<file path="src/sv/min_heap_priority_queue_top_defines.svh">
// Assertion macros shared by the min-heap priority queue RTL.
// Depends on nothing; every macro samples clk and is disabled while rst_n is low.
`ifndef MIN_HEAP_PRIORITY_QUEUE_TOP_DEFINES_SVH
`define MIN_HEAP_PRIORITY_QUEUE_TOP_DEFINES_SVH

// Same-cycle implication.
`define MHPQ_ASSERT_IMPLY(lbl, ante, cons, msg) \
  lbl: assert property (@(posedge clk) disable iff (!rst_n) (ante) |-> (cons)) \
    else $error(msg);

// Next-cycle implication.
`define MHPQ_ASSERT_NEXT(lbl, ante, cons, msg) \
  lbl: assert property (@(posedge clk) disable iff (!rst_n) (ante) |=> (cons)) \
    else $error(msg);

`endif

</file>
<file path="src/sv/mhpq_pkg.sv">
// Shared types and constants of the min-heap priority queue.
// Used by mhpq_ram, mhpq_ctrl and min_heap_priority_queue_top.
package mhpq_pkg;

  localparam int CAPACITY = 1024;
  localparam int ADDR_W   = $clog2(CAPACITY);
  localparam int DATA_W   = 32;
  localparam int CNT_W    = 11;
  localparam int STAT_W   = 2;

  localparam logic KIND_INSERT  = 1'b0;
  localparam logic KIND_EXTRACT = 1'b1;

  typedef enum logic [STAT_W-1:0] {
    STAT_OK    = 2'd0,
    STAT_FULL  = 2'd1,
    STAT_EMPTY = 2'd2
  } status_t;

  typedef enum logic [2:0] {
    ST_IDLE,
    ST_UP_CHK,
    ST_UP_CMP,
    ST_DN_LAST,
    ST_DN_CHK,
    ST_DN_CMP,
    ST_DONE
  } state_t;

  // Memory access request from the controller.
  typedef struct packed {
    logic                     we;
    logic [ADDR_W-1:0]        waddr;
    logic signed [DATA_W-1:0] wdata;
    logic [ADDR_W-1:0]        ra_addr;
    logic [ADDR_W-1:0]        rb_addr;
  } ram_req_t;

endpackage

</file>
<file path="src/sv/mhpq_ctrl.sv">
// Heap sequencer: sift-up and sift-down over the storage, entry count, root cache
// and the result register. Depends on mhpq_pkg and the assertion macro header.
`include "min_heap_priority_queue_top_defines.svh"

module mhpq_ctrl (
  input  logic                               clk,
  input  logic                               rst_n,
  input  logic                               in_valid,
  output logic                               in_ready,
  input  logic                               in_kind,
  input  logic signed [mhpq_pkg::DATA_W-1:0] in_value,
  output logic                               out_valid,
  input  logic                               out_ready,
  output logic signed [mhpq_pkg::DATA_W-1:0] out_extracted,
  output logic signed [mhpq_pkg::DATA_W-1:0] out_current_min,
  output logic [mhpq_pkg::CNT_W-1:0]         out_count,
  output logic                               out_is_empty,
  output logic [mhpq_pkg::STAT_W-1:0]        out_status,
  output mhpq_pkg::ram_req_t                 ram_req,
  input  logic signed [mhpq_pkg::DATA_W-1:0] ra_data,
  input  logic signed [mhpq_pkg::DATA_W-1:0] rb_data
);
  import mhpq_pkg::*;

  state_t                   state_r, state_nxt;
  logic [CNT_W-1:0]         count_r, count_nxt;
  logic [ADDR_W-1:0]        pos_r, pos_nxt;
  logic signed [DATA_W-1:0] val_r, val_nxt;
  logic signed [DATA_W-1:0] root_r, root_nxt;
  logic signed [DATA_W-1:0] ext_r, ext_nxt;
  status_t                  stat_r, stat_nxt;

  logic                     out_valid_r, out_valid_nxt;
  logic signed [DATA_W-1:0] out_ext_r, out_ext_nxt;
  logic signed [DATA_W-1:0] out_min_r, out_min_nxt;
  logic [CNT_W-1:0]         out_cnt_r, out_cnt_nxt;
  logic                     out_emp_r, out_emp_nxt;
  status_t                  out_stat_r, out_stat_nxt;

  // Child indexes carry two extra bits so the right child of the last slot
  // does not wrap.
  logic [ADDR_W-1:0] parent;
  logic [ADDR_W+1:0] lc_w, rc_w, cnt_w;
  logic              rc_ok, take_l, take_r;
  logic signed [DATA_W-1:0] smaller;

  assign parent = (pos_r - 1'b1) >> 1;
  assign lc_w   = {1'b0, pos_r, 1'b1};
  assign rc_w   = lc_w + 1'b1;
  assign cnt_w  = {1'b0, count_r};
  assign rc_ok  = rc_w < cnt_w;
  assign take_l = ra_data < val_r;
  assign smaller = take_l ? ra_data : val_r;
  assign take_r = rc_ok && (rb_data < smaller);

  assign in_ready = (state_r == ST_IDLE);

  always_comb begin
    state_nxt     = state_r;
    count_nxt     = count_r;
    pos_nxt       = pos_r;
    val_nxt       = val_r;
    ext_nxt       = ext_r;
    stat_nxt      = stat_r;
    out_valid_nxt = out_valid_r && !out_ready;
    out_ext_nxt   = out_ext_r;
    out_min_nxt   = out_min_r;
    out_cnt_nxt   = out_cnt_r;
    out_emp_nxt   = out_emp_r;
    out_stat_nxt  = out_stat_r;
    ram_req       = '0;
    ram_req.ra_addr = pos_r;
    ram_req.rb_addr = pos_r;

    case (state_r)
      ST_IDLE: begin
        if (in_valid) begin
          ext_nxt  = '0;
          stat_nxt = STAT_OK;
          if (in_kind == KIND_INSERT) begin
            if (count_r == CNT_W'(CAPACITY)) begin
              stat_nxt  = STAT_FULL;
              state_nxt = ST_DONE;
            end else begin
              count_nxt = count_r + 1'b1;
              pos_nxt   = count_r[ADDR_W-1:0];
              val_nxt   = in_value;
              state_nxt = ST_UP_CHK;
            end
          end else begin
            if (count_r == '0) begin
              stat_nxt  = STAT_EMPTY;
              state_nxt = ST_DONE;
            end else begin
              ext_nxt         = root_r;
              count_nxt       = count_r - 1'b1;
              ram_req.ra_addr = count_nxt[ADDR_W-1:0];
              state_nxt       = ST_DN_LAST;
            end
          end
        end
      end
      ST_UP_CHK: begin
        if (pos_r == '0) begin
          ram_req.we    = 1'b1;
          ram_req.waddr = pos_r;
          ram_req.wdata = val_r;
          state_nxt     = ST_DONE;
        end else begin
          ram_req.ra_addr = parent;
          state_nxt       = ST_UP_CMP;
        end
      end
      ST_UP_CMP: begin
        ram_req.we    = 1'b1;
        ram_req.waddr = pos_r;
        if (val_r < ra_data) begin
          ram_req.wdata = ra_data;
          pos_nxt       = parent;
          state_nxt     = ST_UP_CHK;
        end else begin
          ram_req.wdata = val_r;
          state_nxt     = ST_DONE;
        end
      end
      ST_DN_LAST: begin
        val_nxt   = ra_data;
        pos_nxt   = '0;
        state_nxt = (count_r == '0) ? ST_DONE : ST_DN_CHK;
      end
      ST_DN_CHK: begin
        if (lc_w >= cnt_w) begin
          ram_req.we    = 1'b1;
          ram_req.waddr = pos_r;
          ram_req.wdata = val_r;
          state_nxt     = ST_DONE;
        end else begin
          ram_req.ra_addr = lc_w[ADDR_W-1:0];
          ram_req.rb_addr = rc_w[ADDR_W-1:0];
          state_nxt       = ST_DN_CMP;
        end
      end
      ST_DN_CMP: begin
        ram_req.we    = 1'b1;
        ram_req.waddr = pos_r;
        if (take_r) begin
          ram_req.wdata = rb_data;
          pos_nxt       = rc_w[ADDR_W-1:0];
          state_nxt     = ST_DN_CHK;
        end else if (take_l) begin
          ram_req.wdata = ra_data;
          pos_nxt       = lc_w[ADDR_W-1:0];
          state_nxt     = ST_DN_CHK;
        end else begin
          ram_req.wdata = val_r;
          state_nxt     = ST_DONE;
        end
      end
      ST_DONE: begin
        if (!out_valid_r || out_ready) begin
          out_valid_nxt = 1'b1;
          out_ext_nxt   = ext_r;
          out_min_nxt   = (count_r == '0) ? '0 : root_r;
          out_cnt_nxt   = count_r;
          out_emp_nxt   = (count_r == '0);
          out_stat_nxt  = stat_r;
          state_nxt     = ST_IDLE;
        end
      end
      default: begin
        state_nxt = ST_IDLE;
      end
    endcase

    // The root is mirrored in a register so every result can report it.
    root_nxt = root_r;
    if (ram_req.we && (ram_req.waddr == '0)) begin
      root_nxt = ram_req.wdata;
    end
  end

  always_ff @(posedge clk) begin
    if (!rst_n) begin
      state_r     <= ST_IDLE;
      count_r     <= '0;
      out_valid_r <= 1'b0;
    end else begin
      state_r     <= state_nxt;
      count_r     <= count_nxt;
      out_valid_r <= out_valid_nxt;
    end
  end

  always_ff @(posedge clk) begin
    pos_r      <= pos_nxt;
    val_r      <= val_nxt;
    root_r     <= root_nxt;
    ext_r      <= ext_nxt;
    stat_r     <= stat_nxt;
    out_ext_r  <= out_ext_nxt;
    out_min_r  <= out_min_nxt;
    out_cnt_r  <= out_cnt_nxt;
    out_emp_r  <= out_emp_nxt;
    out_stat_r <= out_stat_nxt;
  end

  assign out_valid       = out_valid_r;
  assign out_extracted   = out_ext_r;
  assign out_current_min = out_min_r;
  assign out_count       = out_cnt_r;
  assign out_is_empty    = out_emp_r;
  assign out_status      = out_stat_r;

  `MHPQ_ASSERT_IMPLY(a_count_bound, 1'b1, count_r <= CNT_W'(CAPACITY),
    "entry count above capacity")
  `MHPQ_ASSERT_IMPLY(a_write_in_heap, ram_req.we, {1'b0, ram_req.waddr} < count_r,
    "heap write outside the occupied slots")
  `MHPQ_ASSERT_NEXT(a_extract_dec,
    in_valid && in_ready && (in_kind == KIND_EXTRACT) && (count_r != '0),
    count_r == $past(count_r) - 1'b1, "extract did not remove one entry")
  `MHPQ_ASSERT_IMPLY(a_full_status, out_valid_r && (out_stat_r == STAT_FULL),
    out_cnt_r == CNT_W'(CAPACITY), "full status reported below capacity")

endmodule

</file>
<file path="config.mk">
export PLATFORM = sky130hd
export DESIGN_NAME = mhpq_ctrl
export DESIGN_NICKNAME = d
export VERILOG_FILES = /design/src/sv/mhpq_pkg.sv /design/src/sv/mhpq_ctrl.sv
export VERILOG_INCLUDE_DIRS = /design/src /design/src/sv
export SDC_FILE = /design/constraint.sdc
export NUM_CORES = 1
export LEC_CHECK = 0
export BUFFER_PORTS_ARGS = -buffer_cell sky130_fd_sc_hd__buf_2
export CAP_MARGIN = 15
export CELL_PAD_IN_SITES_DETAIL_PLACEMENT = 1
export CELL_PAD_IN_SITES_GLOBAL_PLACEMENT = 1
export CORE_ASPECT_RATIO = 0.9
export CORE_MARGIN = 2
export CORE_UTILIZATION = 47
export DETAILED_ROUTE_END_ITERATION = 6
export PLACE_DENSITY_LB_ADDON = 0.1
export SETUP_SLACK_MARGIN = 0.15
export SYNTH_ARGS = -nofsm -noshare
export SYNTH_HDL_FRONTEND = slang
export SYNTH_SLANG_ARGS = --single-unit
</file>
<file path="constraint.sdc">
create_clock -name clk -period 11.15 [get_ports clk]
set_input_delay 0 -clock clk [delete_from_list [all_inputs] [get_ports clk]]
set_output_delay 0 -clock clk [all_outputs]
set_load 0.005 [all_outputs]
</file>
Yosys cells after proc, flatten, opt, wreduce, memory -nomap -nowiden
Cells that the tools add are included.

Flip-flop bits (word level): 201. Word-level logic and storage cells: 100.

$add $sub $neg: 4. Order comparisons: 5. Equality and inequality tests: 15. Multiplexer cells: 45. Reduce and logical (&&, ||, !) cells: 18.

Operator list (number): 32-bit two-way mux (7); 43-bit case mux with 4 select lines (1); 10-bit two-way mux (11); 32-bit less-than comparator (3); 43-bit two-way mux (2); 32-bit case mux with 2 select lines (1); 10-bit case mux with 4 select lines (1); 11-bit two-way mux (3); 10-bit case mux with 3 select lines (1); 3-bit two-way mux (7); 3-bit case mux with 7 select lines (1); 10-bit zero test (2); 20-bit two-way mux (1); 2-bit inequality test (second input constant) (7); 11-bit by 1-bit adder with 12-bit output (second input constant) (1); 12-bit by 11-bit less-than comparator with 1-bit output (1); 2-bit two-way mux (6); 11-bit by 1-bit adder with 11-bit output (second input constant) (1); 11-bit equality test (second input constant) (1); 11-bit greater-or-equal comparator (1); 11-bit zero test (1); 11-bit by 1-bit subtractor with 11-bit output (second input constant) (1); 10-bit by 1-bit subtractor with 10-bit output (second input constant) (1); 3-bit equality test (second input constant) (3); other kinds (13) (22).

Logic depth before layout (Yosys ltp)
Depth in word-level cells: 8. Mapped depth: 23. Gate-level depth less buffers: 19.

Worst setup path before layout
Ideal clock, no wire load.

Path type: register to register. Start: register val_r[31]. End: register root_r[10], data pin. Library setup time: 0.271 ns. Arrival time: 5.435 ns. Data required time: 10.879 ns. Slack: 5.444 ns. Cell stages (with the launch flop): 22. Path buffers: 3. Period minus slack after synthesis: 5.706 ns. Path through: edfxtp_1 > ha_1 > nand4_1 > nor3_1 > a211oi_1 > nand2_1 > nor2_1 > a21o_1 > clkbuf_1 > clkbuf_1 > mux2i_1 > ha_1 > a21o_1 > a211o_1 > o221ai_1 > a31oi_1 > or4_1 > a2111o_1 > a32oi_2 > nand2_2 > buf_6 > a221o_1.

RTL lines: start: declaration (RTL line mhpq_ctrl.sv:28) `logic signed [DATA_W-1:0] val_r, val_nxt;`; start signal: assignment (RTL line mhpq_ctrl.sv:196) `val_r <= val_nxt;`; end signal: assignment (RTL line mhpq_ctrl.sv:197) `root_r <= root_nxt;`; end: declaration (RTL line mhpq_ctrl.sv:29) `logic signed [DATA_W-1:0] root_r, root_nxt;`.

Worst setup path after layout
Start: register val_r[31]. End: register root_r[10], data pin.

Cells in the longest elaborated chain, start to end: 6.

RTL lines: 32-bit less-than comparator (RTL line mhpq_ctrl.sv:52) `assign take_l = ra_data < val_r;`; 32-bit two-way mux (RTL line mhpq_ctrl.sv:53, mhpq_ctrl.sv:150); 32-bit less-than comparator (RTL line mhpq_ctrl.sv:54) `assign take_r = rc_ok && (rb_data < smaller);`; 1-bit logical AND (RTL line mhpq_ctrl.sv:54); 32-bit two-way mux (RTL line mhpq_ctrl.sv:146) `if (take_r) begin`; 43-bit case mux with 4 select lines (*) (RTL line mhpq_ctrl.sv:75) `case (state_r)`.

Mark *: on every way between the ends. The rest lies on a longest branch, timed or not. A chain may end at the register's enable or synchronous reset.

==> results.tsv <==
stage	metric	value	unit
clock_network	Clk pin slew, worst setup/hold paths	0.07	ns
die	Rows	54	
power_and_ir_drop	Int Pwr	2310	uW
power_and_ir_drop	Power Density	266	nW/um^2
min_path	worst hold path endpoint	root_r[27]	
timing	Sum Neg Setup Slack	0	ns
synthesis	post-synthesis sequential area ratio	0.501	
timing	relative max-transition margin	0.263	
routing	Routed WL per cell	25.9	um
die	io pins	244	
clock_network	Clock Path Buffers	3	
critical_path	worst-path cell chain	ha_1 -> nand4_1 -> nor4_2 -> o31ai_1 -> a31oi_1 -> nor2_1 -> a21o_2 -> mux2i_1 -> ha_1 -> a21oi_1 -> o21ai_0 -> a221oi_1 -> o21ai_0 -> or4_1 -> a2111o_1 -> a32oi_2 -> nand2_2 -> a221o_1 -> dlygate4sd3_1	
critical_path	Buf+Inv Stages, Crit Path	1	
routing	total wire length	46400	um
routing	Routed Antenna Nets	0	
clock_network	CTS resizes	0	
placed_design	Buffers on Ports	243	
timing	Slew Viols, Final	0	
global_route	GRT overflow	0	
timing	RSZ-0062 raised after global routing	no	
critical_path	Req. time, crit path	11.41	ns
clock_network	clk_lat worst skew	0.53	ns
power_and_ir_drop	P_sw	1720	uW
critical_path	startpoint types	flop	
timing	fin crit period	7.81	ns
timing	final hold violation count	0	
global_route	global-route wire length before repair	68200	um
die	Core ar.	24400	um^2
critical_path	CP max stage cell	a21o_2	
critical_path	CP Launch Point	val_r[31]	
clock_network	Post-CTS Setup Inserts	0	
critical_path	FF-to-FF Start	val_r[31]	
global_route	GR Util met1	0.475	
global_route	GRT Total Usage	0.344	
power_and_ir_drop	combinational power share	0.496	
die	starting density of the core	0.482	
die	Die ar.	26300	um^2
power_and_ir_drop	peak supply drop	128	uV
timing	fin crit share	0.700	
routing	Initial DRC Count	1121	
power_and_ir_drop	Lkg Pwr	0.00651	uW
critical_path	CP Class	reg2reg	
timing	Worst-Margin Slew	1.11	ns
die	height of the die	154	um
final_layout	layout cells sized above 1	0.217	
synthesis	Post-synth EDFFs	186	
global_route	GR Util met3	0.0734	
global_route	initial antenna violation count	6	
critical_path	Crit Reg-Reg Endpoint	root_r[10]	
placed_design	DP Area	13300	um^2
critical_path	Top delay family on crit path	compound AO/OA/AOI/OAI gates	
power_and_ir_drop	Reg power frac	0.326	
power_and_ir_drop	total chip power	4030	uW
synthesis	Cell variety after synth	66	
routing	DR vias/cell	6.09	
critical_path	CP endpoint kind	flop	
die	die width	171	um
critical_path	CP max stage delay	0.61	ns
clock_network	CTS root buf	clkbuf_16	
synthesis	post-synthesis async set-or-reset flop share	0	
power_and_ir_drop	clock network power share	0.178	
min_path	hold crit path type	in2reg	
clock_network	clock sinks	201	
outcome	outcome	completed	
synthesis	Yosys Warn Count	0	
synthesis	synthesized area	11800	um^2
synthesis	Syn Inst Count	1099	
critical_path	reg2reg setup slack	3.34	ns
global_route	vias in the first global route	11100	
routing	via count	10900	
global_route	GR Layer Usage met2	0.553	
synthesis	Yosys reg bits	201	
final_layout	Layout Nets	1623	
critical_path	crit path DAT	8.07	ns
final_layout	Finished Cell Area	15200	um^2
power_and_ir_drop	Sw Share	0.428	
global_route	largest net degree at the start of global routing	79	
clock_network	CTS tree	yes	
synthesis	Syn Area/Cell	10.7	um^2
clock_network	CTS H-tree depth	1	
final_layout	synthesis-to-layout area growth	29.1	%
job	Max-Cap Viols	0	
routing	Pre-antenna DRT Iters	6	
global_route	Top Usage Layer GRT	met2	
critical_path	R2R cell count	19	
routing	Residual DRC	0	
synthesis	Primary FF master, synth	edfxtp_1	
critical_path	crit-path max FO	31	
timing	Fmax achieved	128	MHz
clock_network	CTS Buf Count	22	
synthesis	Syn Nets	1287	
placed_design	HPWL Detailed	30600	um
timing	Setup Skew	0.0242	ns
min_path	hold depth	3	
min_path	min-delay src	rb_data[27]	
timing	setup violators final	0	
placed_design	Final GP Congestion	0.917	
-- cell usage in the layout (no fill, tap or decap), types with 17 or more instances in the layout --
cell           count
buf_2            243
edfxtp_1         186
dlygate4sd3_1    119
nand2_1           97
ha_1              87
o21ai_0           74
and3_1            65
a21oi_1           61
inv_1             58
nor2_1            58
a221o_1           39
and2_1            37
mux2i_1           36
xnor2_1           32
clkbuf_16         22
nand3_1           17
nor3_1            17
-- power by group through the flow --
stage / Sequential [uW] / Combinational (uW) / Clock, uW
2_1_floorplan: 1180 / 1270 / 0
3_3_place_gp: 1300 / 1770 / 0
3_5_place_dp: 1310 / 1820 / 0
4_1_cts: 1300 / 1930 / 717
5_1_grt: 1320 / 2160 / 744
6_report: 1310 / 2000 / 718
-- cells in the mapped netlist (9+ instances only) --
cell / instances / share of area
ha_1: 87 / 0.093
inv_1: 58 / 0.019
a21oi_1: 62 / 0.026
nor2_1: 59 / 0.019
mux2i_1: 36 / 0.031
nor3_1: 19 / 0.0081
edfxtp_1: 186 / 0.48
and3_1: 65 / 0.035
nand2b_1: 9 / 0.0048
a221o_1: 39 / 0.033
o21ai_0: 75 / 0.032
dfxtp_1: 15 / 0.026
nand4_1: 15 / 0.0080
and2_1: 37 / 0.020
nand3_1: 17 / 0.0072
nand2_1: 98 / 0.031
xnor2_1: 32 / 0.024
clkbuf_1: 51 / 0.016
-- logic make-up (layout without fill, tap and decap cells) --
family,Yosys count,count (layout),share of synthesized area
AND/OR/NAND/NOR,351,351,0.151
AO/OA/AOI/OAI,256,256,0.148
flip-flops,201,201,0.501
buffers and inverters,123,475,0.0419
adder cells (fa/ha/maj),87,87,0.0926
multiplexers,44,44,0.0383
XOR/XNOR,37,37,0.0276
other,0,7,0
-- per-stage QoR --
step / hold WS, ns / utilization / setup slack, ns / std cells
5_1_grt: 0.0122 / 0.622 / 2.99 / 1792
6_report: 0.00420 / 0.622 / 3.34 / 1794
4_1_cts: 0.00282 / 0.622 / 3.65 / 1787
3_3_place_gp: 0.277 / 0.544 / 4.34 / 1628
3_5_place_dp: 0.281 / 0.544 / 4.16 / 1628
2_1_floorplan: 0.116 / - / 5.44 / 1099
-- layer usage --
metal,routed length [um],vias up
met5,11,-
li1,-,4814
met2,21300,559
met4,1130,2
met3,4280,81
met1,19800,5472
-- worst max path at each step --
stage                     cells past startpoint  slack [ns]          to
after global routing                         19        2.99  root_r[10]
after detailed placement                     18        4.16   root_r[0]
after global placement                       18        4.34   root_r[0]
final                                        19        3.34  root_r[10]
after floorplan                              21        5.44  root_r[10]
after CTS                                    19        3.65  root_r[18]
-- worst reg2reg max path, cell delays in order (launching register included) --
cell	delay, ns
edfxtp_1	0.42
ha_1	0.42
nand4_1	0.28
nor4_2	0.52
o31ai_1	0.15
a31oi_1	0.46
nor2_1	0.20
a21o_2	0.61
mux2i_1	0.35
ha_1	0.29
a21oi_1	0.19
o21ai_0	0.13
a221oi_1	0.32
o21ai_0	0.17
or4_1	0.51
a2111o_1	0.55
a32oi_2	0.31
nand2_2	0.48
a221o_1	0.56
dlygate4sd3_1	0.61
-- state kept, by name, summed over array words and instances, names as in the netlist, 10 cells and up --
register,count
count_r,11
ext_r,32
out_count,11
out_current_min,32
out_extracted,32
pos_r,10
root_r,32
val_r,32
-- layout make-up --
cell class	instances	area, um^2
inverters	60	225
clock inverters	8	57.6
repair buffers	375	2500
flip-flops and latches	201	5890
diodes	7	17.5
well taps	336	420
clock buffers	32	638
multi-input cells	775	5430
fillers	2647	9210
-- repair_timing --
item	4_1_cts	5_1_grt
hold endpoints to repair	74	0
endpoints found under the setup margin	0	0
hold buffers	119	0
No activity file was read; power rests on OpenSTA's default activity.
